[src/hdl/gsl_pkg.sv]
`default_nettype none

package gsl_pkg;

  // Grid geometry and cell format
  localparam int MAX_ROWS    = 64;
  localparam int MAX_COLS    = 64;
  localparam int VALUE_WIDTH = 24;
  localparam int FRAC_BITS   = 15;
  localparam int MIN_DIM     = 3;

  localparam int MAX_DIM = (MAX_ROWS > MAX_COLS) ? MAX_ROWS : MAX_COLS;
  localparam int DIM_W   = $clog2(MAX_DIM + 1);
  localparam int DEPTH   = MAX_ROWS * MAX_COLS;
  localparam int ADDR_W  = $clog2(DEPTH);
  localparam int ACC_W   = VALUE_WIDTH + 2;

  // Fixed field widths of the channels
  localparam int IDX_FIELD_W = 6;
  localparam int CFG_DIM_W   = 7;
  localparam int SWEEP_W     = 16;
  localparam int CFG_IDX_W   = 2;
  localparam int CFG_DATA_W  = 16;

  localparam logic [SWEEP_W-1:0]     SWEEP_RESET = SWEEP_W'(1000);
  localparam logic [CFG_DIM_W-1:0]   DIM_RESET   = CFG_DIM_W'(64);
  localparam logic [VALUE_WIDTH-1:0] CELL_ONE    = VALUE_WIDTH'(1) << FRAC_BITS;

  // Configuration register indexes
  localparam logic [CFG_IDX_W-1:0] CFG_ROW_COUNT   = 2'd0;
  localparam logic [CFG_IDX_W-1:0] CFG_COL_COUNT   = 2'd1;
  localparam logic [CFG_IDX_W-1:0] CFG_SWEEP_COUNT = 2'd2;

  typedef enum logic [1:0] {
    OP_WRITE = 2'd0,
    OP_READ  = 2'd1,
    OP_INIT  = 2'd2,
    OP_RUN   = 2'd3
  } gsl_op_e;

  typedef struct packed {
    logic [1:0]                    opcode;
    logic [IDX_FIELD_W-1:0]        row;
    logic [IDX_FIELD_W-1:0]        col;
    logic signed [VALUE_WIDTH-1:0] cell_value;
  } gsl_in_t;

  typedef struct packed {
    logic signed [VALUE_WIDTH-1:0] read_value;
    logic                          status;
  } gsl_out_t;

  typedef struct packed {
    logic [DIM_W-1:0]   rows;
    logic [DIM_W-1:0]   cols;
    logic [SWEEP_W-1:0] sweeps;
  } gsl_dims_t;

  typedef struct packed {
    logic                   we;
    logic [ADDR_W-1:0]      waddr;
    logic [VALUE_WIDTH-1:0] wdata;
    logic [ADDR_W-1:0]      raddr;
  } gsl_ram_req_t;

  // Row-major cell address, row stride fixed at MAX_COLS
  function automatic logic [ADDR_W-1:0] cell_addr(input logic [IDX_FIELD_W-1:0] r,
                                                  input logic [IDX_FIELD_W-1:0] c);
    logic [ADDR_W-1:0] a;
    a = ADDR_W'(r) * ADDR_W'(MAX_COLS) + ADDR_W'(c);
    return a;
  endfunction

endpackage

`default_nettype wire

[src/hdl/gsl_cfg.sv]
`default_nettype none

module gsl_cfg
  import gsl_pkg::*;
(
  input  wire logic                  clk_i,
  input  wire logic                  rst_ni,
  input  wire logic                  cfg_valid_i,
  input  wire logic [CFG_IDX_W-1:0]  cfg_index_i,
  input  wire logic [CFG_DATA_W-1:0] cfg_data_i,
  output      gsl_dims_t             dims_o
);

  logic [CFG_DIM_W-1:0] row_cnt_q, row_cnt_d;
  logic [CFG_DIM_W-1:0] col_cnt_q, col_cnt_d;
  logic [SWEEP_W-1:0]   sweep_cnt_q, sweep_cnt_d;

  // Decode the register write
  always_comb begin
    row_cnt_d   = row_cnt_q;
    col_cnt_d   = col_cnt_q;
    sweep_cnt_d = sweep_cnt_q;
    if (cfg_valid_i) begin
      case (cfg_index_i)
        CFG_ROW_COUNT:   row_cnt_d   = cfg_data_i[CFG_DIM_W-1:0];
        CFG_COL_COUNT:   col_cnt_d   = cfg_data_i[CFG_DIM_W-1:0];
        CFG_SWEEP_COUNT: sweep_cnt_d = cfg_data_i[SWEEP_W-1:0];
        default: ;
      endcase
    end
  end

  always_ff @(posedge clk_i or negedge rst_ni) begin
    if (!rst_ni) begin
      row_cnt_q   <= DIM_RESET;
      col_cnt_q   <= DIM_RESET;
      sweep_cnt_q <= SWEEP_RESET;
    end else begin
      row_cnt_q   <= row_cnt_d;
      col_cnt_q   <= col_cnt_d;
      sweep_cnt_q <= sweep_cnt_d;
    end
  end

  // Clamp the grid size into the supported range
  always_comb begin
    if (32'(row_cnt_q) < MIN_DIM) begin
      dims_o.rows = DIM_W'(MIN_DIM);
    end else if (32'(row_cnt_q) > MAX_ROWS) begin
      dims_o.rows = DIM_W'(MAX_ROWS);
    end else begin
      dims_o.rows = DIM_W'(row_cnt_q);
    end
    if (32'(col_cnt_q) < MIN_DIM) begin
      dims_o.cols = DIM_W'(MIN_DIM);
    end else if (32'(col_cnt_q) > MAX_COLS) begin
      dims_o.cols = DIM_W'(MAX_COLS);
    end else begin
      dims_o.cols = DIM_W'(col_cnt_q);
    end
    dims_o.sweeps = sweep_cnt_q;
  end

endmodule

`default_nettype wire

[config.mk]
export PLATFORM = sky130hd
export DESIGN_NAME = gsl_cfg
export DESIGN_NICKNAME = d
export VERILOG_FILES = /design/src/hdl/gsl_pkg.sv /design/src/hdl/gsl_cfg.sv
export SDC_FILE = /design/constraint.sdc
export NUM_CORES = 1
export LEC_CHECK = 0
export ABC_AREA = 1
export BUFFER_PORTS_ARGS = -buffer_cell sky130_fd_sc_hd__buf_2
export CORE_ASPECT_RATIO = 1.1
export CORE_MARGIN = 2
export CORE_UTILIZATION = 52
export DETAILED_ROUTE_END_ITERATION = 8
export PLACE_DENSITY = 0.8
export REMOVE_ABC_BUFFERS = 1
export SYNTH_ARGS = -nofsm -noshare
export SYNTH_HDL_FRONTEND = slang
export SYNTH_SLANG_ARGS = --single-unit
[constraint.sdc]
create_clock -name clk_i -period 1.5 [get_ports clk_i]
set_input_delay 0 -clock clk_i [delete_from_list [all_inputs] [get_ports clk_i]]
set_output_delay 0 -clock clk_i [all_outputs]
set_load 0.02 [all_outputs]
==> metrics.csv <==
stage,metric,value,unit
drt,starting DRC count in detailed routing,14,
min_path,Hold Path Origin,cfg_data_i[4],
setup_path,CP Capture Type,primary output,
setup_path,critical path cell sequence,nor2_1 -> nand2_1 -> nor2_1 -> nor2_1 -> nor2_1 -> buf_2,
setup_path,critical path class,register to primary output,
logic_synthesis,sequential cell area fraction in the yosys report,0.5255,
cts,clk sink count,30,
cts,clock buffer depth,2,
sta,RSZ-0062 raised after global routing,false,
global_route,largest net degree at the start of global routing,33,
cts,worst skew pair latency,0.33,ns
cts,CTS buffer count,5,
power,pwr/cell area,1196,mW/mm²
place,Port Buf Inserts,50,
layout,fill count,188,
layout,Final Cell Area,0.001908,mm²
layout,fin nets,241,
sta,min cycle time layout,1.377,ns
place,Post-DP HPWL,2058,µm
sta,max_slew headroom,0.5730,
setup_path,R2R depth,2,
logic_synthesis,Synth cell types,13,
cts,postcts setup bufs,0,
logic_synthesis,Mapped Avg Cell Area,9.462,µm²
global_route,grt total ovfl,0,
sta,worst setup slack after layout,0.1230,ns
layout,Area Growth Syn to Fin,31.81,%
place,routability congestion estimate,0.7988,
drt,Routed wire per std cell,12.18,µm
drt,DR DRC count,0,
global_route,number of global-route vias before repair,1085,
status,outcome,finished clean,
layout,antenna fix cells,0,
logic_synthesis,yosys warns,0,
min_path,hold depth,3,
setup_path,crit-path max FO,3,
run,max-cap violations,0,
sta,period utilization,0.9180,
min_path,worst min-delay path endpoint,col_cnt_q[4]$_DFFE_PN0P_,
place,DP Area,0.001683,mm²
setup_path,critical path's largest stage delay,0.42,ns
sta,number of setup violations in the final report,0,
setup_path,CP dominant cell by count,nor2_1,
sta,final setup TNS,0,ns
drt,drt pass-1 iters,4,
setup_path,register-to-register setup slack,0.69,ns
layout,most frequent cells in the layout,"buf_2, nand2_1, o21ai_2",
logic_synthesis,Synth Cell Area,0.001448,mm²
setup_path,Worst R2R End,col_cnt_q[6]$_DFFE_PN1P_,
logic_synthesis,largest area contributor in the netlist,dfrtp_1,
drt,routed vias,1226,
floorplan,IO Pins,51,
drt,remaining antenna violation count,0,
setup_path,Worst EP required,1.50,ns
sta,Least-Margin Pin Slew,0.6405,ns
logic_synthesis,synthesis-stage register bit count,30,
cts,Worst-path clk slew,0.10,ns
sta,Fin. Hold Viols,0,
sta,Max Slew Vio Count,0,
cts,H-tree depth,2,
power,PnR Total Power,2.282,mW
floorplan,core area,0.002703,mm²
floorplan,die height,59.34,µm
setup_path,reg2reg start,col_cnt_q[6]$_DFFE_PN1P_,
drt,DRT Wirelength,3093,µm
sta,Fmax,726.2,MHz
global_route,Tot GR Track Use,0.2188,
sta,Fin Clk Skew,0,ns
global_route,first-pass GRT wire length,4864,µm
drt,Via-to-Cell Ratio,4.827,
floorplan,die area,0.003222,mm²
power,maximum vdd drop,802.9,µV
min_path,hold crit path type,primary input to register,
power,Pleak,1.033,nW
layout,"most common cell after layout, fill and taps aside",buf_2,
setup_path,Worst path slowest cell,dfrtp_1,
floorplan,Die X-Extent,54.31,µm
logic_synthesis,Yosys top cell area share,0.3803,
global_route,initial antenna violation count,0,
layout,final core utilization,0.7060,
cts,CTS tree,yes,
floorplan,FP Rows,20,
cts,CTS root buf,clkbuf_4,
logic_synthesis,Mapped Cells,153,
setup_path,Critical Path AT,1.38,ns
layout,layout cell share with drive strength beyond 1,0.4570,
setup_path,Setup crit start kind,register,
place,pre-CTS setup slack,0.5004,ns
floorplan,starting density of the core,0.5356,
logic_synthesis,Synth area leaders,"dfrtp_1, o21ai_2, dfstp_2",
-- Yosys cell counts --
library cell	instances
nor2_1	12
a21oi_1	3
nand2_1	37
a21boi_0	3
nand3_2	3
o21ai_2	30
nand4_1	1
dfrtp_1	22
nand3_1	1
clkbuf_1	2
buf_6	5
dfstp_2	8
inv_1	26
-- worst max-delay path, delay by kind of cell, from the launching register on --
family                 cells  cell delay [ns]
DFF                        1             0.42
and+or+nand+nor            5             0.46
buffers and inverters      1             0.16
-- where the power goes --
part / switching, mW / leakage, nW / internal, mW
combinational: 0.447 / 0.639 / 0.274
clock: 0.274 / 0.0353 / 0.227
sequential: 0.0967 / 0.358 / 0.962
-- cell families after synthesis --
group                  Yosys count  share of synthesized area
AOI/OAI and AO/OA               36                     0.2074
buffers and inverters           33                     0.1115
DFF                             30                     0.5255
and+or+nand+nor                 54                     0.1556
-- cell type report --
class	instances	area, µm²	area share
clock buffer	7	55.05	0.02885
clock inverter	1	5.005	0.002623
inverter	26	97.59	0.05115
multi-input combinational	90	530.5	0.2780
sequential	30	760.7	0.3987
tap	33	41.29	0.02164
timing repair buffer	67	417.9	0.2190
-- metrics by stage --
step | hold WS [ns] | std cells
final | 0.001777 | 254
after detailed placement | 0.06840 | 230
after CTS | 0.005851 | 254
after global placement | 0.05408 | 230
after floorplan | -0.2956 | 146
after global routing | 0.006433 | 254
-- flip-flops by register name (all words and copies together), names as in the netlist --
| signal | cells |
|---|---|
| col_cnt_q | 7 |
| sweep_cnt_q | 16 |
| row_cnt_q | 7 |
-- what timing repair did --
action | in CTS | in global routing
hold endpoints to repair | 45 | 0
hold buffers | 16 | 0
resized for setup | 0 | 3
setup endpoints to repair | 0 | 3
-- routing by layer --
| layer | share of wire | GRT usage | vias to the layer above |
|---|---|---|---|
| met5 | 0 | 0 | - |
| met4 | 0.013 | 0.06429 | 0 |
| met3 | 0.095 | 0.09596 | 4 |
| met2 | 0.47 | 0.3408 | 50 |
| met1 | 0.42 | 0.2746 | 563 |
| li1 | - | - | 609 |
-- worst max-delay path by stage --
stage / startpoint / to / depth (start not counted)
4_1_cts: col_cnt_q[2]$_DFFE_PN0P_ / dims_o[21] / 4
3_3_place_gp: col_cnt_q[2]$_DFFE_PN0P_ / dims_o[18] / 4
5_1_grt: col_cnt_q[2]$_DFFE_PN0P_ / dims_o[19] / 4
6_report: row_cnt_q[3]$_DFFE_PN0P_ / dims_o[25] / 6
3_5_place_dp: col_cnt_q[2]$_DFFE_PN0P_ / dims_o[21] / 4
2_1_floorplan: col_cnt_q[4]$_DFFE_PN0P_ / dims_o[18] / 3
No activity file was read; power rests on OpenSTA's default activity.
