`config.mk`:
```
export PLATFORM = sky130hd
export DESIGN_NAME = gsl_engine
export DESIGN_NICKNAME = d
export VERILOG_FILES = /design/src/hdl/gsl_pkg.sv /design/src/hdl/gsl_engine.sv
export SDC_FILE = /design/constraint.sdc
export NUM_CORES = 1
export LEC_CHECK = 0
export BUFFER_PORTS_ARGS = -buffer_cell sky130_fd_sc_hd__buf_2
export CORE_ASPECT_RATIO = 1.25
export CORE_MARGIN = 1.5
export CORE_UTILIZATION = 60
export CTS_BUF_LIST = sky130_fd_sc_hd__clkbuf_8
export DETAILED_ROUTE_END_ITERATION = 7
export GPL_ROUTABILITY_DRIVEN = 0
export PLACE_DENSITY = 0.95
export SYNTH_ARGS = -nofsm -noshare
export SYNTH_HDL_FRONTEND = slang
export SYNTH_SLANG_ARGS = --single-unit
```
`constraint.sdc`:
```
create_clock -name clk_i -period 10.09 [get_ports clk_i]
set_input_delay 2.018 -clock clk_i [delete_from_list [all_inputs] [get_ports clk_i]]
set_output_delay 2.018 -clock clk_i [all_outputs]
set_load 0.01 [all_outputs]
```
`src/hdl/gsl_pkg.sv`:
```
`default_nettype none

package gsl_pkg;

  // Grid geometry and cell format
  localparam int MAX_ROWS    = 64;
  localparam int MAX_COLS    = 64;
  localparam int VALUE_WIDTH = 24;
  localparam int FRAC_BITS   = 15;
  localparam int MIN_DIM     = 3;

  localparam int MAX_DIM = (MAX_ROWS > MAX_COLS) ? MAX_ROWS : MAX_COLS;
  localparam int DIM_W   = $clog2(MAX_DIM + 1);
  localparam int DEPTH   = MAX_ROWS * MAX_COLS;
  localparam int ADDR_W  = $clog2(DEPTH);
  localparam int ACC_W   = VALUE_WIDTH + 2;

  // Fixed field widths of the channels
  localparam int IDX_FIELD_W = 6;
  localparam int CFG_DIM_W   = 7;
  localparam int SWEEP_W     = 16;
  localparam int CFG_IDX_W   = 2;
  localparam int CFG_DATA_W  = 16;

  localparam logic [SWEEP_W-1:0]     SWEEP_RESET = SWEEP_W'(1000);
  localparam logic [CFG_DIM_W-1:0]   DIM_RESET   = CFG_DIM_W'(64);
  localparam logic [VALUE_WIDTH-1:0] CELL_ONE    = VALUE_WIDTH'(1) << FRAC_BITS;

  // Configuration register indexes
  localparam logic [CFG_IDX_W-1:0] CFG_ROW_COUNT   = 2'd0;
  localparam logic [CFG_IDX_W-1:0] CFG_COL_COUNT   = 2'd1;
  localparam logic [CFG_IDX_W-1:0] CFG_SWEEP_COUNT = 2'd2;

  typedef enum logic [1:0] {
    OP_WRITE = 2'd0,
    OP_READ  = 2'd1,
    OP_INIT  = 2'd2,
    OP_RUN   = 2'd3
  } gsl_op_e;

  typedef struct packed {
    logic [1:0]                    opcode;
    logic [IDX_FIELD_W-1:0]        row;
    logic [IDX_FIELD_W-1:0]        col;
    logic signed [VALUE_WIDTH-1:0] cell_value;
  } gsl_in_t;

  typedef struct packed {
    logic signed [VALUE_WIDTH-1:0] read_value;
    logic                          status;
  } gsl_out_t;

  typedef struct packed {
    logic [DIM_W-1:0]   rows;
    logic [DIM_W-1:0]   cols;
    logic [SWEEP_W-1:0] sweeps;
  } gsl_dims_t;

  typedef struct packed {
    logic                   we;
    logic [ADDR_W-1:0]      waddr;
    logic [VALUE_WIDTH-1:0] wdata;
    logic [ADDR_W-1:0]      raddr;
  } gsl_ram_req_t;

  // Row-major cell address, row stride fixed at MAX_COLS
  function automatic logic [ADDR_W-1:0] cell_addr(input logic [IDX_FIELD_W-1:0] r,
                                                  input logic [IDX_FIELD_W-1:0] c);
    logic [ADDR_W-1:0] a;
    a = ADDR_W'(r) * ADDR_W'(MAX_COLS) + ADDR_W'(c);
    return a;
  endfunction

endpackage

`default_nettype wire

```
`src/hdl/gsl_engine.sv`:
```
`default_nettype none

module gsl_engine
  import gsl_pkg::*;
(
  input  wire logic                   clk_i,
  input  wire logic                   rst_ni,
  input  wire logic                   in_valid_i,
  output      logic                   in_ready_o,
  input  wire gsl_in_t                in_data_i,
  input  wire gsl_dims_t              dims_i,
  input  wire logic                   res_free_i,
  output      logic                   res_valid_o,
  output      gsl_out_t               res_o,
  output      gsl_ram_req_t           ram_req_o,
  input  wire logic [VALUE_WIDTH-1:0] ram_rdata_i
);

  typedef enum logic [7:0] {
    ST_IDLE   = 8'b0000_0001,
    ST_RDWAIT = 8'b0000_0010,
    ST_INIT   = 8'b0000_0100,
    ST_RLX_N  = 8'b0000_1000,
    ST_RLX_S  = 8'b0001_0000,
    ST_RLX_W  = 8'b0010_0000,
    ST_RLX_E  = 8'b0100_0000,
    ST_RLX_WB = 8'b1000_0000
  } gsl_state_e;

  gsl_state_e state_q, state_d;
  logic [DIM_W-1:0]        row_q, row_d;
  logic [DIM_W-1:0]        col_q, col_d;
  logic [ADDR_W-1:0]       base_q, base_d;
  logic [SWEEP_W-1:0]      sweep_q, sweep_d;
  logic signed [ACC_W-1:0] acc_q, acc_d;

  logic                    oob;
  logic [ADDR_W-1:0]       in_addr;
  logic [ADDR_W-1:0]       cur_addr;
  logic signed [ACC_W-1:0] rd_ext;
  logic signed [ACC_W-1:0] sum;
  logic                    last_col;
  logic                    last_row;

  // Decode the incoming beat
  assign oob = (DIM_W'(in_data_i.row) >= dims_i.rows) ||
               (DIM_W'(in_data_i.col) >= dims_i.cols);
  assign in_addr = cell_addr(in_data_i.row, in_data_i.col);

  // Relaxation datapath
  assign cur_addr = base_q + ADDR_W'(col_q);
  assign rd_ext   = {{2{ram_rdata_i[VALUE_WIDTH-1]}}, ram_rdata_i};
  assign sum      = acc_q + rd_ext;
  assign last_col = (col_q == dims_i.cols - DIM_W'(2));
  assign last_row = (row_q == dims_i.rows - DIM_W'(2));

  always_comb begin
    state_d     = state_q;
    row_d       = row_q;
    col_d       = col_q;
    base_d      = base_q;
    sweep_d     = sweep_q;
    acc_d       = acc_q;
    in_ready_o  = 1'b0;
    res_valid_o = 1'b0;
    res_o       = '0;
    ram_req_o   = '0;

    case (state_q)
      ST_IDLE: begin
        in_ready_o = res_free_i;
        if (in_valid_i && res_free_i) begin
          case (in_data_i.opcode)
            OP_WRITE: begin
              res_valid_o     = 1'b1;
              res_o.status    = oob;
              ram_req_o.we    = !oob;
              ram_req_o.waddr = in_addr;
              ram_req_o.wdata = in_data_i.cell_value;
            end
            OP_READ: begin
              ram_req_o.raddr = in_addr;
              if (oob) begin
                res_valid_o  = 1'b1;
                res_o.status = 1'b1;
              end else begin
                state_d = ST_RDWAIT;
              end
            end
            OP_INIT: begin
              row_d   = '0;
              col_d   = '0;
              base_d  = '0;
              state_d = ST_INIT;
            end
            OP_RUN: begin
              if (dims_i.sweeps == '0) begin
                res_valid_o = 1'b1;
              end else begin
                row_d   = DIM_W'(1);
                col_d   = DIM_W'(1);
                base_d  = ADDR_W'(MAX_COLS);
                sweep_d = dims_i.sweeps;
                state_d = ST_RLX_N;
              end
            end
            default: ;
          endcase
        end
      end

      // Return the read beat
      ST_RDWAIT: begin
        res_valid_o      = 1'b1;
        res_o.read_value = ram_rdata_i;
        state_d          = ST_IDLE;
      end

      // Fill one cell per cycle, first row to one, the rest to zero
      ST_INIT: begin
        ram_req_o.we    = 1'b1;
        ram_req_o.waddr = base_q + ADDR_W'(col_q);
        ram_req_o.wdata = (row_q == '0) ? CELL_ONE : '0;
        if (col_q == dims_i.cols - DIM_W'(1)) begin
          col_d  = '0;
          row_d  = row_q + DIM_W'(1);
          base_d = base_q + ADDR_W'(MAX_COLS);
          if (row_q == dims_i.rows - DIM_W'(1)) begin
            res_valid_o = 1'b1;
            state_d     = ST_IDLE;
          end
        end else begin
          col_d = col_q + DIM_W'(1);
        end
      end

      // Issue the four neighbor reads, accumulate as data returns
      ST_RLX_N: begin
        ram_req_o.raddr = cur_addr - ADDR_W'(MAX_COLS);
        state_d         = ST_RLX_S;
      end
      ST_RLX_S: begin
        ram_req_o.raddr = cur_addr + ADDR_W'(MAX_COLS);
        acc_d           = rd_ext;
        state_d         = ST_RLX_W;
      end
      ST_RLX_W: begin
        ram_req_o.raddr = cur_addr - ADDR_W'(1);
        acc_d           = sum;
        state_d         = ST_RLX_E;
      end
      ST_RLX_E: begin
        ram_req_o.raddr = cur_addr + ADDR_W'(1);
        acc_d           = sum;
        state_d         = ST_RLX_WB;
      end

      // Write back the floored quarter and advance in row-major order
      ST_RLX_WB: begin
        ram_req_o.we    = 1'b1;
        ram_req_o.waddr = cur_addr;
        ram_req_o.wdata = sum[ACC_W-1:2];
        state_d         = ST_RLX_N;
        if (last_col) begin
          col_d = DIM_W'(1);
          if (last_row) begin
            row_d  = DIM_W'(1);
            base_d = ADDR_W'(MAX_COLS);
            if (sweep_q == SWEEP_W'(1)) begin
              res_valid_o = 1'b1;
              state_d     = ST_IDLE;
            end else begin
              sweep_d = sweep_q - SWEEP_W'(1);
            end
          end else begin
            row_d  = row_q + DIM_W'(1);
            base_d = base_q + ADDR_W'(MAX_COLS);
          end
        end else begin
          col_d = col_q + DIM_W'(1);
        end
      end

      default: state_d = ST_IDLE;
    endcase
  end

  always_ff @(posedge clk_i or negedge rst_ni) begin
    if (!rst_ni) begin
      state_q <= ST_IDLE;
    end else begin
      state_q <= state_d;
    end
  end

  // Counters and accumulator hold only within a command
  always_ff @(posedge clk_i) begin
    row_q   <= row_d;
    col_q   <= col_d;
    base_q  <= base_d;
    sweep_q <= sweep_d;
    acc_q   <= acc_d;
  end

endmodule

`default_nettype wire
```
==> results of run 1 <==
==> Yosys cell counts (all sizes together) (4+ instances only) <==
cell	instances
nor2	59
dfrtp	7
nand2	70
nand3	23
a31oi	5
nor3	16
o21ai	49
o211ai	4
nand2b	14
o21bai	9
a211oi	6
xnor2	61
nand4	9
mux2	21
a21o	22
o22ai	4
clkbuf	26
a22o	26
nor4	10
nor2b	11
or3	4
xor2	32
a221o	5
a22oi	5
edfxtp	62
inv	46
nor3b	6
and2	30
ha	64
and3	11
buf	11
or4	6
a21oi	47
==> area by class of cell <==
class / instances / area (µm²) / share of cell area, %
Timing Repair Buffer: 176 / 893 / 10.7
Clock buffer: 12 / 165 / 1.97
Antenna cell: 1 / 2.50 / 0.0299
Inverter: 46 / 173 / 2.06
Tap cell: 161 / 201 / 2.41
Multi-Input combinational cell: 678 / 4850 / 58.0
Sequential cell: 70 / 2060 / 24.7
Clock inverter: 4 / 16.3 / 0.194
==> routing by layer <==
layer | global-route usage, % | share of wire, % | up-vias | routed length [µm]
li1 | - | - | 3337 | -
met4 | 16.3 | 3.7 | 0 | 731
met3 | 5.16 | 8.1 | 61 | 1600
met5 | 0 | 0 | - | 0
met2 | 54.6 | 50 | 383 | 9900
met1 | 36.2 | 38 | 3234 | 7410
==> flip-flops by register name, summed over array words and instances, names as in the netlist <==
register  flops
acc_q        26
base_q        6
col_q         7
row_q         7
state_q       8
sweep_q      16
==> power breakdown <==
group | switching (mW) | total (mW) | internal, mW
registers | 0.00832 | 0.331 | 0.323
logic | 0.0995 | 0.177 | 0.0780
clock network | 0.107 | 0.213 | 0.107
total | 0.214 | 0.722 | 0.507
==> cells in the final DEF (no fill, tap or decap), drive strengths merged, types with 4 or more instances in the layout <==
| cell | netlist | routed |
|---|---|---|
| buf | 11 | 176 |
| nand2 | 70 | 70 |
| ha | 64 | 64 |
| edfxtp | 62 | 62 |
| xnor2 | 61 | 61 |
| nor2 | 59 | 59 |
| inv | 46 | 49 |
| o21ai | 49 | 49 |
| a21oi | 47 | 47 |
| xor2 | 32 | 32 |
| and2 | 30 | 30 |
| a22o | 26 | 26 |
| nand3 | 23 | 23 |
| a21o | 22 | 22 |
| mux2 | 21 | 21 |
| nor3 | 16 | 16 |
| nand2b | 14 | 14 |
| clkbuf | 26 | 12 |
| and3 | 11 | 11 |
| nor2b | 11 | 11 |
| nor4 | 10 | 10 |
| nand4 | 9 | 9 |
| o21bai | 9 | 9 |
| dfrtp | 7 | 7 |
| or4 | 6 | 6 |
| a211oi | 6 | 6 |
| nor3b | 6 | 6 |
| a221o | 5 | 5 |
| a31oi | 5 | 5 |
| a22oi | 5 | 5 |
| o211ai | 4 | 4 |
| o22ai | 4 | 4 |
| or3 | 4 | 4 |
==> metrics by stage <==
stage | hold slack [ns] | cells
floorplan | 0.524 | 831
global placement | 0.557 | 1131
detailed placement | 0.574 | 1131
CTS | 0.586 | 1147
global route | 0.633 | 1148
finish | 0.603 | 1148
==> cells by family after synthesis <==
group / after synthesis
AO/OA/AOI/OAI: 214
XOR/XNOR: 93
adder cells (fa/ha/maj): 67
buffers and inverters: 83
flip-flops: 70
multiplexers: 24
AND/OR/NAND/NOR: 280
==> path summary, 6_finish.rpt <==
check                                        from                     end  slack [ns]  depth (start not counted)
max in group asynchronous                  rst_ni  state_q[0]$_DFFE_PN1P_        8.36                          1
hold / removal             state_q[6]$_DFFE_PN0P_  state_q[6]$_DFFE_PN0P_        0.60                          2
hold reg to reg            state_q[6]$_DFFE_PN0P_  state_q[6]$_DFFE_PN0P_        0.60                          2
setup reg to reg           state_q[2]$_DFFE_PN0P_     base_q[6]$_DFFE_PP_        6.08                          7
setup / recovery           state_q[1]$_DFFE_PN0P_           ram_req_o[11]        3.19                         14
min in group asynchronous                  rst_ni  state_q[5]$_DFFE_PN0P_        1.49                          1
==> critical path, stage by stage, from the launching register on <==
cell	delay, ns
sky130_fd_sc_hd__dfrtp_1	0.43
sky130_fd_sc_hd__or4_1	0.56
sky130_fd_sc_hd__or3_1	0.39
sky130_fd_sc_hd__nor2_1	0.30
sky130_fd_sc_hd__inv_1	0.26
sky130_fd_sc_hd__ha_1	0.33
sky130_fd_sc_hd__a21o_1	0.17
sky130_fd_sc_hd__a21o_1	0.20
sky130_fd_sc_hd__a2111oi_0	0.65
sky130_fd_sc_hd__nor3_1	0.17
sky130_fd_sc_hd__a2111oi_2	0.47
sky130_fd_sc_hd__a21oi_1	0.14
sky130_fd_sc_hd__xnor2_1	0.14
sky130_fd_sc_hd__o21ai_0	0.14
sky130_fd_sc_hd__buf_2	0.16
==> flow_results.xml, run 1 <==
<?xml version="1.0" encoding="UTF-8"?>
<metrics>
  <group name="floorplan">
    <metric name="ioPinCount" unit="">172</metric>
    <metric name="start_util" unit="%">61.9</metric>
    <metric name="die_h" unit="µm">126</metric>
    <metric name="die_width" unit="µm">101</metric>
    <metric name="placeable_area" unit="mm²">0.0117</metric>
    <metric name="die-area" unit="mm²">0.0127</metric>
    <metric name="placementRows" unit="">44</metric>
  </group>
  <group name="synth">
    <metric name="yosys_warnings" unit="">0</metric>
    <metric name="netlist.top_cell.by_area" unit="">sky130_fd_sc_hd__edfxtp_1</metric>
    <metric name="synth_top_area_share" unit="%">25.8</metric>
    <metric name="async_flop_share" unit="%">11.4</metric>
    <metric name="netlist-cell-type-count" unit="">71</metric>
    <metric name="post_synth_main_area_contributors" unit="">sky130_fd_sc_hd__edfxtp_1 (26%), sky130_fd_sc_hd__ha_1 (11%), sky130_fd_sc_hd__xnor2_1 (7.4%), sky130_fd_sc_hd__xor2_1 (3.9%), sky130_fd_sc_hd__nand2_1 (3.6%)</metric>
    <metric name="postSynthAreaPerCell" unit="µm²">8.70</metric>
    <metric name="dominantRegCellSynth" unit="">sky130_fd_sc_hd__edfxtp_1</metric>
    <metric name="synthCells" unit="">831</metric>
    <metric name="post_synth_xor_area_fraction" unit="%">11.3</metric>
    <metric name="synth_top_family_by_area" unit="">compound AO/OA/AOI/OAI gates</metric>
    <metric name="synthesized_area_fraction_occupied_by_ao_oa_aoi_and_oai_cells" unit="%">20.1</metric>
    <metric name="syn-num-nets" unit="">994</metric>
    <metric name="synth_enable_flop_cells" unit="">62</metric>
    <metric name="synth-simple-area-share" unit="%">19.9</metric>
    <metric name="muxShareOfSynthArea" unit="%">3.69</metric>
    <metric name="postSynthRegisterBits" unit="">70</metric>
    <metric name="synth_fa_ha_area_share" unit="%">11.9</metric>
    <metric name="seq_area_frac_synth" unit="%">28.5</metric>
    <metric name="syn-cell-area" unit="mm²">0.00723</metric>
  </group>
  <group name="power">
    <metric name="p_total" unit="mW">0.722</metric>
    <metric name="power-per-cell-area" unit="mW/mm²">86.3</metric>
    <metric name="vdd_ir_drop_max" unit="µV">53.7</metric>
    <metric name="power.static_leakage" unit="nW">3.80</metric>
  </group>
  <group name="sta">
    <metric name="fin_setup_tns" unit="ns">0</metric>
    <metric name="clock_skew" unit="ns">0.0152</metric>
    <metric name="slew_viol_final" unit="">0</metric>
    <metric name="final-setup-viol-count" unit="">0</metric>
    <metric name="max-slew-margin-rel" unit="%">25.5</metric>
    <metric name="final.setup.worst_slack" unit="ns">3.19</metric>
    <metric name="worstMarginPinSlew" unit="ns">1.11</metric>
    <metric name="timing.final.crit_share" unit="%">68.3</metric>
    <metric name="rsz0062_at_grt" unit="">false</metric>
    <metric name="final_hold_viol_count" unit="">0</metric>
    <metric name="max_freq" unit="MHz">145</metric>
    <metric name="post-route-min-period" unit="ns">6.90</metric>
  </group>
  <group name="layout">
    <metric name="drive_gt1_share" unit="%">22.6</metric>
    <metric name="layout.nets" unit="">1144</metric>
    <metric name="finalInstanceArea" unit="mm²">0.00836</metric>
    <metric name="fillCellCount" unit="">919</metric>
    <metric name="syn_to_final_growth" unit="%">15.7</metric>
    <metric name="finalCoreUtilization" unit="%">71.7</metric>
  </group>
  <group name="outcome">
    <metric name="status" unit="">finished clean</metric>
  </group>
  <group name="critical_path">
    <metric name="crit_path_required_time" unit="ns">8.07</metric>
    <metric name="cp-end-kind" unit="">primary output</metric>
    <metric name="timing.setup.critical_path_class" unit="">flop to primary output</metric>
    <metric name="arrival" unit="ns">4.88</metric>
    <metric name="crit_path_max_fanout" unit="">10</metric>
    <metric name="timing.critical_path.from_type" unit="">flop</metric>
  </group>
  <group name="global_routing">
    <metric name="largest_net_degree_at_the_start_of_global_routing" unit="">41</metric>
    <metric name="gr-usage-all-layers" unit="%">31.2</metric>
    <metric name="grt_pass1_wl" unit="mm">31.6</metric>
    <metric name="global_route.overflow_total" unit="">0</metric>
    <metric name="number_of_antenna_violations_at_the_first_check_in_global_routing" unit="">1</metric>
    <metric name="grt_pass1_vias" unit="">6787</metric>
  </group>
  <group name="placement">
    <metric name="port_buffers" unit="">171</metric>
    <metric name="dp_worst_setup_slack" unit="ns">3.50</metric>
    <metric name="postPlaceCellArea" unit="mm²">0.00818</metric>
    <metric name="dp_hpwl" unit="mm">15.1</metric>
  </group>
  <group name="routing">
    <metric name="vias" unit="">7015</metric>
    <metric name="remaining_drc_errors" unit="">0</metric>
    <metric name="drt-pass1-iter-count" unit="">6</metric>
    <metric name="post_drt_wl_per_cell" unit="µm">17.1</metric>
    <metric name="route.antenna.remaining_nets" unit="">0</metric>
    <metric name="drt_iter0_drc" unit="">480</metric>
    <metric name="postRouteWirelength" unit="mm">19.6</metric>
    <metric name="vias_per_cell" unit="">6.11</metric>
  </group>
  <group name="run">
    <metric name="drv_cap" unit="">0</metric>
  </group>
  <group name="clocking">
    <metric name="cts_post_setup_buffers_inserted" unit="">0</metric>
    <metric name="clock_tree.root_cell" unit="">sky130_fd_sc_hd__clkbuf_8</metric>
    <metric name="insertion_delay" unit="ns">0.36</metric>
    <metric name="number_of_hold_repair_buffers_added_at_the_cts_stage" unit="">0</metric>
    <metric name="cts_buffer_depth" unit="">2</metric>
    <metric name="ctsHtreeMaxLevel" unit="">3</metric>
    <metric name="tritoncts" unit="">built</metric>
    <metric name="cts_buffers" unit="">9</metric>
    <metric name="clock_sinks" unit="">70</metric>
    <metric name="cts.repair.resized" unit="">0</metric>
    <metric name="path_clk_slew" unit="ns">0.07</metric>
  </group>
  <group name="hold_path">
    <metric name="holdCritPathClass" unit="">flop to flop</metric>
  </group>
</metrics>
(Power assumes the default switching activity.)
==> run 2, diff against run 1 <==
- ABC_AREA: default -> 1
- CORE_UTILIZATION: 60 -> 52
- PLACE_DENSITY: 0.95 -> 0.91
- clock period: 10.09 -> 5.9 ns (I/O delays scaled with it)
==> flow_results.xml, run 2 <==
<?xml version="1.0" encoding="UTF-8"?>
<metrics>
  <group name="global_routing">
    <metric name="grt_pass1_vias" unit="">8564</metric>
    <metric name="gr-usage-all-layers" unit="%">29.8</metric>
    <metric name="largest_net_degree_at_the_start_of_global_routing" unit="">49</metric>
    <metric name="use_met1" unit="%">34.1</metric>
    <metric name="number_of_antenna_violations_at_the_first_check_in_global_routing" unit="">0</metric>
    <metric name="global_route.overflow_total" unit="">0</metric>
    <metric name="met2_track_utilization_from_global_routing" unit="%">53.6</metric>
    <metric name="grt_busiest_layer" unit="">met2</metric>
    <metric name="grt_pass1_wl" unit="mm">39.5</metric>
    <metric name="grtUsageMet3" unit="%">3.81</metric>
  </group>
  <group name="critical_path">
    <metric name="timing.setup.critical_path_class" unit="">primary input to primary output</metric>
    <metric name="crit-reg2reg-capture" unit="">col_q[0]$_DFFE_PP_</metric>
    <metric name="critPathTopFamily" unit="">adder cells</metric>
    <metric name="timing.critical_path.from_type" unit="">primary input</metric>
    <metric name="reg2reg_depth" unit="">9</metric>
    <metric name="critical_path.max_stage_delay" unit="ns">0.43</metric>
    <metric name="critical_path.n_buffers_inverters" unit="">5</metric>
    <metric name="worstReg2RegStart" unit="">state_q[3]$_DFFE_PN0P_</metric>
    <metric name="arrival" unit="ns">3.24</metric>
    <metric name="r2r_setup_slack" unit="ns">2.59</metric>
    <metric name="cp_slowest_cell" unit="">sky130_fd_sc_hd__fa_1</metric>
    <metric name="crit_path_max_fanout" unit="">5</metric>
    <metric name="cp-end-kind" unit="">primary output</metric>
    <metric name="crit_path_required_time" unit="ns">4.72</metric>
    <metric name="crit_chain" unit="">buf_2 -&gt; ha_1 -&gt; inv_1 -&gt; fa_1 -&gt; inv_1 -&gt; nand3_1 -&gt; nand2_1 -&gt; inv_1 -&gt; o21ai_2 -&gt; nand2_1 -&gt; nand2_1 -&gt; xnor2_1 -&gt; o21ai_0 -&gt; buf_2</metric>
  </group>
  <group name="clocking">
    <metric name="ctsHtreeMaxLevel" unit="">3</metric>
    <metric name="clock_sinks" unit="">70</metric>
    <metric name="tritoncts" unit="">built</metric>
    <metric name="insertion_delay" unit="ns">0.36</metric>
    <metric name="cts_buffers" unit="">9</metric>
    <metric name="clock_tree.root_cell" unit="">sky130_fd_sc_hd__clkbuf_8</metric>
    <metric name="cts_post_setup_buffers_inserted" unit="">0</metric>
    <metric name="number_of_hold_repair_buffers_added_at_the_cts_stage" unit="">0</metric>
    <metric name="cts.repair.resized" unit="">0</metric>
    <metric name="path_clk_slew" unit="ns">0.08</metric>
    <metric name="cts_buffer_depth" unit="">2</metric>
  </group>
  <group name="sta">
    <metric name="post-route-min-period" unit="ns">4.42</metric>
    <metric name="max-slew-margin-rel" unit="%">34.3</metric>
    <metric name="final-setup-viol-count" unit="">0</metric>
    <metric name="final.setup.worst_slack" unit="ns">1.48</metric>
    <metric name="worstMarginPinSlew" unit="ns">0.983</metric>
    <metric name="final_hold_viol_count" unit="">0</metric>
    <metric name="timing.final.crit_share" unit="%">74.9</metric>
    <metric name="clock_skew" unit="ns">0.0150</metric>
    <metric name="fin_setup_tns" unit="ns">0</metric>
    <metric name="max_freq" unit="MHz">226</metric>
    <metric name="rsz0062_at_grt" unit="">false</metric>
    <metric name="slew_viol_final" unit="">0</metric>
  </group>
  <group name="synth">
    <metric name="async_flop_share" unit="%">11.4</metric>
    <metric name="postSynthAreaPerCell" unit="µm²">6.56</metric>
    <metric name="syn-cell-area" unit="mm²">0.00831</metric>
    <metric name="post_synth_xor_area_fraction" unit="%">4.53</metric>
    <metric name="synth_fa_ha_area_share" unit="%">10.4</metric>
    <metric name="netlist-cell-type-count" unit="">54</metric>
    <metric name="dominantRegCellSynth" unit="">sky130_fd_sc_hd__edfxtp_1</metric>
    <metric name="synthesized_area_fraction_occupied_by_ao_oa_aoi_and_oai_cells" unit="%">12.4</metric>
    <metric name="netlist_top_cells_count" unit="">sky130_fd_sc_hd__nand2_1 (342), sky130_fd_sc_hd__inv_1 (181), sky130_fd_sc_hd__nor2_1 (133)</metric>
    <metric name="synthCells" unit="">1267</metric>
    <metric name="synth_top_family_by_area" unit="">simple AND/OR/NAND/NOR gates</metric>
    <metric name="synth-simple-area-share" unit="%">37.0</metric>
    <metric name="muxShareOfSynthArea" unit="%">0</metric>
    <metric name="syn-num-nets" unit="">1430</metric>
    <metric name="post-synth-top-count-cell" unit="">sky130_fd_sc_hd__nand2_1</metric>
    <metric name="seq_area_frac_synth" unit="%">24.8</metric>
    <metric name="postSynthRegisterBits" unit="">70</metric>
    <metric name="yosys_warnings" unit="">0</metric>
    <metric name="netlist.top_cell.by_area" unit="">sky130_fd_sc_hd__edfxtp_1</metric>
    <metric name="post_synth_main_area_contributors" unit="">sky130_fd_sc_hd__edfxtp_1 (22%), sky130_fd_sc_hd__nand2_1 (15%), sky130_fd_sc_hd__ha_1 (9.6%), sky130_fd_sc_hd__inv_1 (8.2%), sky130_fd_sc_hd__nand3_1 (7.0%)</metric>
    <metric name="synth_enable_flop_cells" unit="">62</metric>
    <metric name="synth_top_area_share" unit="%">22.4</metric>
  </group>
  <group name="layout">
    <metric name="drive_gt1_share" unit="%">17.5</metric>
    <metric name="layout.nets" unit="">1589</metric>
    <metric name="fillCellCount" unit="">1414</metric>
    <metric name="finalInstanceArea" unit="mm²">0.00949</metric>
    <metric name="top_register" unit="">acc_q</metric>
    <metric name="syn_to_final_growth" unit="%">14.2</metric>
    <metric name="layout_common_cells" unit="">sky130_fd_sc_hd__nand2_1 (342), sky130_fd_sc_hd__inv_1 (182), sky130_fd_sc_hd__buf_2 (171), sky130_fd_sc_hd__nor2_1 (133), sky130_fd_sc_hd__nand3_1 (116)</metric>
    <metric name="most_frequent_standard_cell_in_the_layout_excluding_fill_and_tap_cells" unit="">sky130_fd_sc_hd__nand2_1</metric>
    <metric name="antennaDiodeCount" unit="">0</metric>
    <metric name="reg.largest.list" unit="">acc_q x26, sweep_q x16, state_q x8</metric>
    <metric name="largest_reg_flops" unit="">26</metric>
  </group>
  <group name="placement">
    <metric name="dp_hpwl" unit="mm">19.4</metric>
    <metric name="postPlaceCellArea" unit="mm²">0.00930</metric>
    <metric name="port_buffers" unit="">171</metric>
    <metric name="dp_worst_setup_slack" unit="ns">1.54</metric>
  </group>
  <group name="floorplan">
    <metric name="die_width" unit="µm">116</metric>
    <metric name="placeable_area" unit="mm²">0.0156</metric>
    <metric name="start_util" unit="%">53.2</metric>
    <metric name="ioPinCount" unit="">172</metric>
    <metric name="die_h" unit="µm">144</metric>
    <metric name="placementRows" unit="">51</metric>
    <metric name="die-area" unit="mm²">0.0168</metric>
  </group>
  <group name="routing">
    <metric name="drt-pass1-iter-count" unit="">6</metric>
    <metric name="post_drt_wl_per_cell" unit="µm">15.0</metric>
    <metric name="route.antenna.remaining_nets" unit="">0</metric>
    <metric name="postRouteWirelength" unit="mm">24.7</metric>
    <metric name="vias_per_cell" unit="">5.57</metric>
    <metric name="remaining_drc_errors" unit="">0</metric>
    <metric name="drt_iter0_drc" unit="">856</metric>
    <metric name="vias" unit="">9151</metric>
  </group>
  <group name="power">
    <metric name="vdd_ir_drop_max" unit="µV">263</metric>
    <metric name="power.static_leakage" unit="nW">5.02</metric>
    <metric name="power-per-cell-area" unit="mW/mm²">296</metric>
    <metric name="p_total" unit="mW">2.81</metric>
  </group>
  <group name="hold_path">
    <metric name="timing.hold.worst_endpoint" unit="">state_q[2]$_DFFE_PN0P_</metric>
    <metric name="worstHoldPathCells" unit="">2</metric>
    <metric name="holdCritPathClass" unit="">flop to flop</metric>
    <metric name="launch_instance_of_the_worst_min_delay_path" unit="">state_q[2]$_DFFE_PN0P_</metric>
  </group>
  <group name="run">
    <metric name="drv_cap" unit="">0</metric>
  </group>
  <group name="outcome">
    <metric name="status" unit="">finished clean</metric>
  </group>
</metrics>
## run 2: cell types whose count changed after synthesis, moves of 21 or more
cell / change
sky130_fd_sc_hd__nand3_1: +93
sky130_fd_sc_hd__nor2_1: +75
sky130_fd_sc_hd__nand2_1: +272
sky130_fd_sc_hd__a21o_1: -21
sky130_fd_sc_hd__mux2_2: -21
sky130_fd_sc_hd__inv_1: +136
sky130_fd_sc_hd__xnor2_1: -47
sky130_fd_sc_hd__and2_1: -29
## run 2: per-layer routing
metal  vias to the layer above  share of wire (%)  routed length, µm
met1                      4066                 38               9470
met2                       490                 49              12200
li1                       4491                  -                  -
met3                       104                8.0               1980
met4                         0                4.2               1040
met5                         -                  0                  0
## run 2: worst min-delay path, delay by kind of cell (launching register included)
| family | cells | cell delay, ns |
|---|---|---|
| flip-flops | 1 | 0.41 |
| AND/OR/NAND/NOR | 1 | 0.07 |
| AO/OA/AOI/OAI | 1 | 0.07 |
## run 2: how the worst max path moves through the flow
stage | end | startpoint | cells after the start
2_1_floorplan | ram_req_o[26] | ram_rdata_i[0] | 12
3_3_place_gp | ram_req_o[26] | ram_rdata_i[0] | 14
3_5_place_dp | ram_req_o[26] | ram_rdata_i[0] | 14
4_1_cts | ram_req_o[26] | ram_rdata_i[0] | 14
5_1_grt | ram_req_o[26] | ram_rdata_i[0] | 14
6_report | ram_req_o[26] | ram_rdata_i[0] | 14
## run 2: power by group
part | leakage, nW | internal [mW] | switching [mW]
clock | 0.105 | 0.202 | 0.191
combinational | 4.23 | 0.565 | 1.02
sequential | 0.681 | 0.688 | 0.144
## run 2: stage by stage
stage          std cells  util [%]  hold WS [ns]
2_1_floorplan       1267         -         0.516
3_3_place_gp        1627      59.5         0.535
3_5_place_dp        1627      59.5         0.568
4_1_cts             1643      60.7         0.587
5_1_grt             1643      60.7         0.626
6_report            1643      60.7         0.583
## run 2: cell type report
cell class | count | area (µm²) | area share, %
Inverter | 196 | 741 | 7.80
Multi-Input combinational cell | 974 | 5350 | 56.3
Clock inverter | 6 | 52.6 | 0.554
Sequential cell | 70 | 2060 | 21.7
Timing Repair Buffer | 175 | 886 | 9.33
Tap cell | 212 | 265 | 2.79
Clock buffer | 10 | 138 | 1.45
## run 2: logic make-up after synthesis
logic type / after synthesis
xor+xnor: 43
flops: 70
simple gates: 686
fa+ha+maj: 67
buf+inv: 223
compound gates: 178
==> run 3, diff against run 2 <==
- clock period: 5.9 -> 3.6 ns (I/O delays scaled with it)
==> flow_results.xml, run 3 (synthesis results as in run 2) <==
<?xml version="1.0" encoding="UTF-8"?>
<metrics>
  <group name="outcome">
    <metric name="status" unit="">finished clean</metric>
  </group>
  <group name="routing">
    <metric name="vias_per_cell" unit="">5.69</metric>
    <metric name="remaining_drc_errors" unit="">0</metric>
    <metric name="vias" unit="">9500</metric>
    <metric name="post_drt_wl_per_cell" unit="µm">15.6</metric>
    <metric name="route.antenna.remaining_nets" unit="">0</metric>
    <metric name="drt_iter0_drc" unit="">1077</metric>
    <metric name="drt-pass1-iter-count" unit="">6</metric>
    <metric name="postRouteWirelength" unit="mm">26.1</metric>
  </group>
  <group name="clocking">
    <metric name="path_clk_slew" unit="ns">0.09</metric>
    <metric name="insertion_delay" unit="ns">0.36</metric>
    <metric name="clock_tree.root_cell" unit="">sky130_fd_sc_hd__clkbuf_8</metric>
    <metric name="ctsHtreeMaxLevel" unit="">3</metric>
    <metric name="cts_buffer_depth" unit="">2</metric>
    <metric name="cts_buffers" unit="">9</metric>
    <metric name="number_of_hold_repair_buffers_added_at_the_cts_stage" unit="">0</metric>
    <metric name="clock_sinks" unit="">70</metric>
    <metric name="tritoncts" unit="">built</metric>
  </group>
  <group name="global_routing">
    <metric name="grt_pass1_vias" unit="">8639</metric>
    <metric name="grt_busiest_layer" unit="">met2</metric>
    <metric name="largest_net_degree_at_the_start_of_global_routing" unit="">43</metric>
    <metric name="grtUsageMet3" unit="%">3.94</metric>
    <metric name="grt_pass1_wl" unit="mm">39.7</metric>
    <metric name="met2_track_utilization_from_global_routing" unit="%">54.0</metric>
    <metric name="gr-usage-all-layers" unit="%">30.0</metric>
    <metric name="global_route.overflow_total" unit="">0</metric>
    <metric name="number_of_antenna_violations_at_the_first_check_in_global_routing" unit="">1</metric>
    <metric name="use_met1" unit="%">34.3</metric>
  </group>
  <group name="floorplan">
    <metric name="ioPinCount" unit="">172</metric>
    <metric name="die_width" unit="µm">116</metric>
    <metric name="die-area" unit="mm²">0.0168</metric>
    <metric name="start_util" unit="%">53.2</metric>
    <metric name="die_h" unit="µm">144</metric>
    <metric name="placementRows" unit="">51</metric>
    <metric name="placeable_area" unit="mm²">0.0156</metric>
  </group>
  <group name="layout">
    <metric name="syn_to_final_growth" unit="%">18.4</metric>
    <metric name="top_register" unit="">acc_q</metric>
    <metric name="fillCellCount" unit="">1377</metric>
    <metric name="finalInstanceArea" unit="mm²">0.00984</metric>
    <metric name="drive_gt1_share" unit="%">20.1</metric>
    <metric name="reg.largest.list" unit="">acc_q x26, sweep_q x16, state_q x8</metric>
    <metric name="layout_common_cells" unit="">sky130_fd_sc_hd__nand2_1 (339), sky130_fd_sc_hd__inv_1 (180), sky130_fd_sc_hd__buf_2 (171), sky130_fd_sc_hd__nor2_1 (132), sky130_fd_sc_hd__nand3_1 (116)</metric>
    <metric name="largest_reg_flops" unit="">26</metric>
    <metric name="layout.nets" unit="">1614</metric>
    <metric name="most_frequent_standard_cell_in_the_layout_excluding_fill_and_tap_cells" unit="">sky130_fd_sc_hd__nand2_1</metric>
  </group>
  <group name="critical_path">
    <metric name="timing.setup.critical_path_class" unit="">flop to primary output</metric>
    <metric name="r2r_setup_slack" unit="ns">0.72</metric>
    <metric name="crit-reg2reg-capture" unit="">col_q[5]$_DFFE_PP_</metric>
    <metric name="arrival" unit="ns">2.79</metric>
    <metric name="crit_path_required_time" unit="ns">2.88</metric>
    <metric name="cp-end-kind" unit="">primary output</metric>
    <metric name="crit_path_max_fanout" unit="">4</metric>
    <metric name="timing.critical_path.from_type" unit="">flop</metric>
    <metric name="worstReg2RegStart" unit="">state_q[1]$_DFFE_PN0P_</metric>
    <metric name="reg2reg_depth" unit="">10</metric>
  </group>
  <group name="sta">
    <metric name="max-slew-margin-rel" unit="%">56.5</metric>
    <metric name="final-setup-viol-count" unit="">0</metric>
    <metric name="timing.final.crit_share" unit="%">97.6</metric>
    <metric name="max_freq" unit="MHz">285</metric>
    <metric name="worstMarginPinSlew" unit="ns">0.650</metric>
    <metric name="clock_skew" unit="ns">0.0173</metric>
    <metric name="post-route-min-period" unit="ns">3.51</metric>
    <metric name="slew_viol_final" unit="">0</metric>
    <metric name="final_hold_viol_count" unit="">0</metric>
  </group>
  <group name="run">
    <metric name="drv_cap" unit="">0</metric>
  </group>
  <group name="power">
    <metric name="p_total" unit="mW">5.02</metric>
    <metric name="power-per-cell-area" unit="mW/mm²">510</metric>
    <metric name="power.static_leakage" unit="nW">5.14</metric>
    <metric name="vdd_ir_drop_max" unit="µV">448</metric>
  </group>
  <group name="placement">
    <metric name="dp_hpwl" unit="mm">19.8</metric>
    <metric name="postPlaceCellArea" unit="mm²">0.00937</metric>
    <metric name="port_buffers" unit="">171</metric>
  </group>
  <group name="hold_path">
    <metric name="holdCritPathClass" unit="">primary input to asynchronous set/reset pin</metric>
  </group>
</metrics>
run 3: cell type report:
class                      count  area (µm²)  share of cell area (%)
timing repair buffer         199        1070                    10.8
antenna                        1        2.50                  0.0254
tap                          212         265                    2.69
multi-input combinational    975        5490                    55.8
inverter                     196         743                    7.55
clock inverter                 7        90.1                   0.915
sequential                    70        2060                    21.0
clock buffer                   9         124                    1.26
run 3: how the worst max path moves through the flow:
stage | to | cells past startpoint | startpoint
floorplan | base_q[10]$_DFFE_PP_ | 10 | dims_i[17]
global placement | ram_req_o[26] | 14 | ram_rdata_i[0]
detailed placement | ram_req_o[26] | 14 | ram_rdata_i[0]
CTS | ram_req_o[10] | 14 | col_q[6]$_DFFE_PP_
global route | ram_req_o[11] | 16 | state_q[1]$_DFFE_PN0P_
finish | ram_req_o[10] | 14 | base_q[6]$_DFFE_PP_
run 3: per-stage QoR:
step	util, %	std cells	setup slack [ns]	setup TNS (ns)	hold slack (ns)
after global placement	59.9	1636	0.218	0	0.539
after CTS	61.5	1654	0.0287	0	0.184
after detailed placement	59.9	1636	0.181	0	0.551
after floorplan	-	1267	0.454	0	0.424
final	63.0	1669	0.0852	0	0.186
after global routing	63.0	1669	-0.0985	-0.177	0.184
run 3: repair_timing:
action,in CTS,in global routing
buffers inserted,2,13
pin swaps,0,6
gates resized for setup,3,20
setup endpoints to repair,5,6
cloned,0,1
run 3: critical path: stages, from the launching register on:
cell and delay (ns):
sky130_fd_sc_hd__edfxtp_1 0.46, sky130_fd_sc_hd__ha_4 0.21, sky130_fd_sc_hd__nand2_2 0.06, sky130_fd_sc_hd__inv_2 0.05
sky130_fd_sc_hd__or2_2 0.29, sky130_fd_sc_hd__nand2_4 0.09, sky130_fd_sc_hd__inv_4 0.05, sky130_fd_sc_hd__ha_4 0.26
sky130_fd_sc_hd__inv_1 0.05, sky130_fd_sc_hd__or2_2 0.29, sky130_fd_sc_hd__nand2_1 0.07, sky130_fd_sc_hd__a21oi_1 0.07
sky130_fd_sc_hd__xor2_1 0.15, sky130_fd_sc_hd__o211ai_1 0.18, sky130_fd_sc_hd__buf_2 0.16
run 3: power breakdown:
group | switching (mW) | total (mW) | internal [mW]
Clock | 0.342 | 0.729 | 0.387
Combinational | 1.83 | 2.92 | 1.09
Sequential | 0.245 | 1.37 | 1.13
Total | 2.41 | 5.02 | 2.61
run 3: routing by layer:
metal | wire length (µm) | vias up
met4 | 1220 | 0
met3 | 2010 | 119
li1 | - | 4525
met1 | 9930 | 4286
met5 | 0 | -
met2 | 12900 | 570
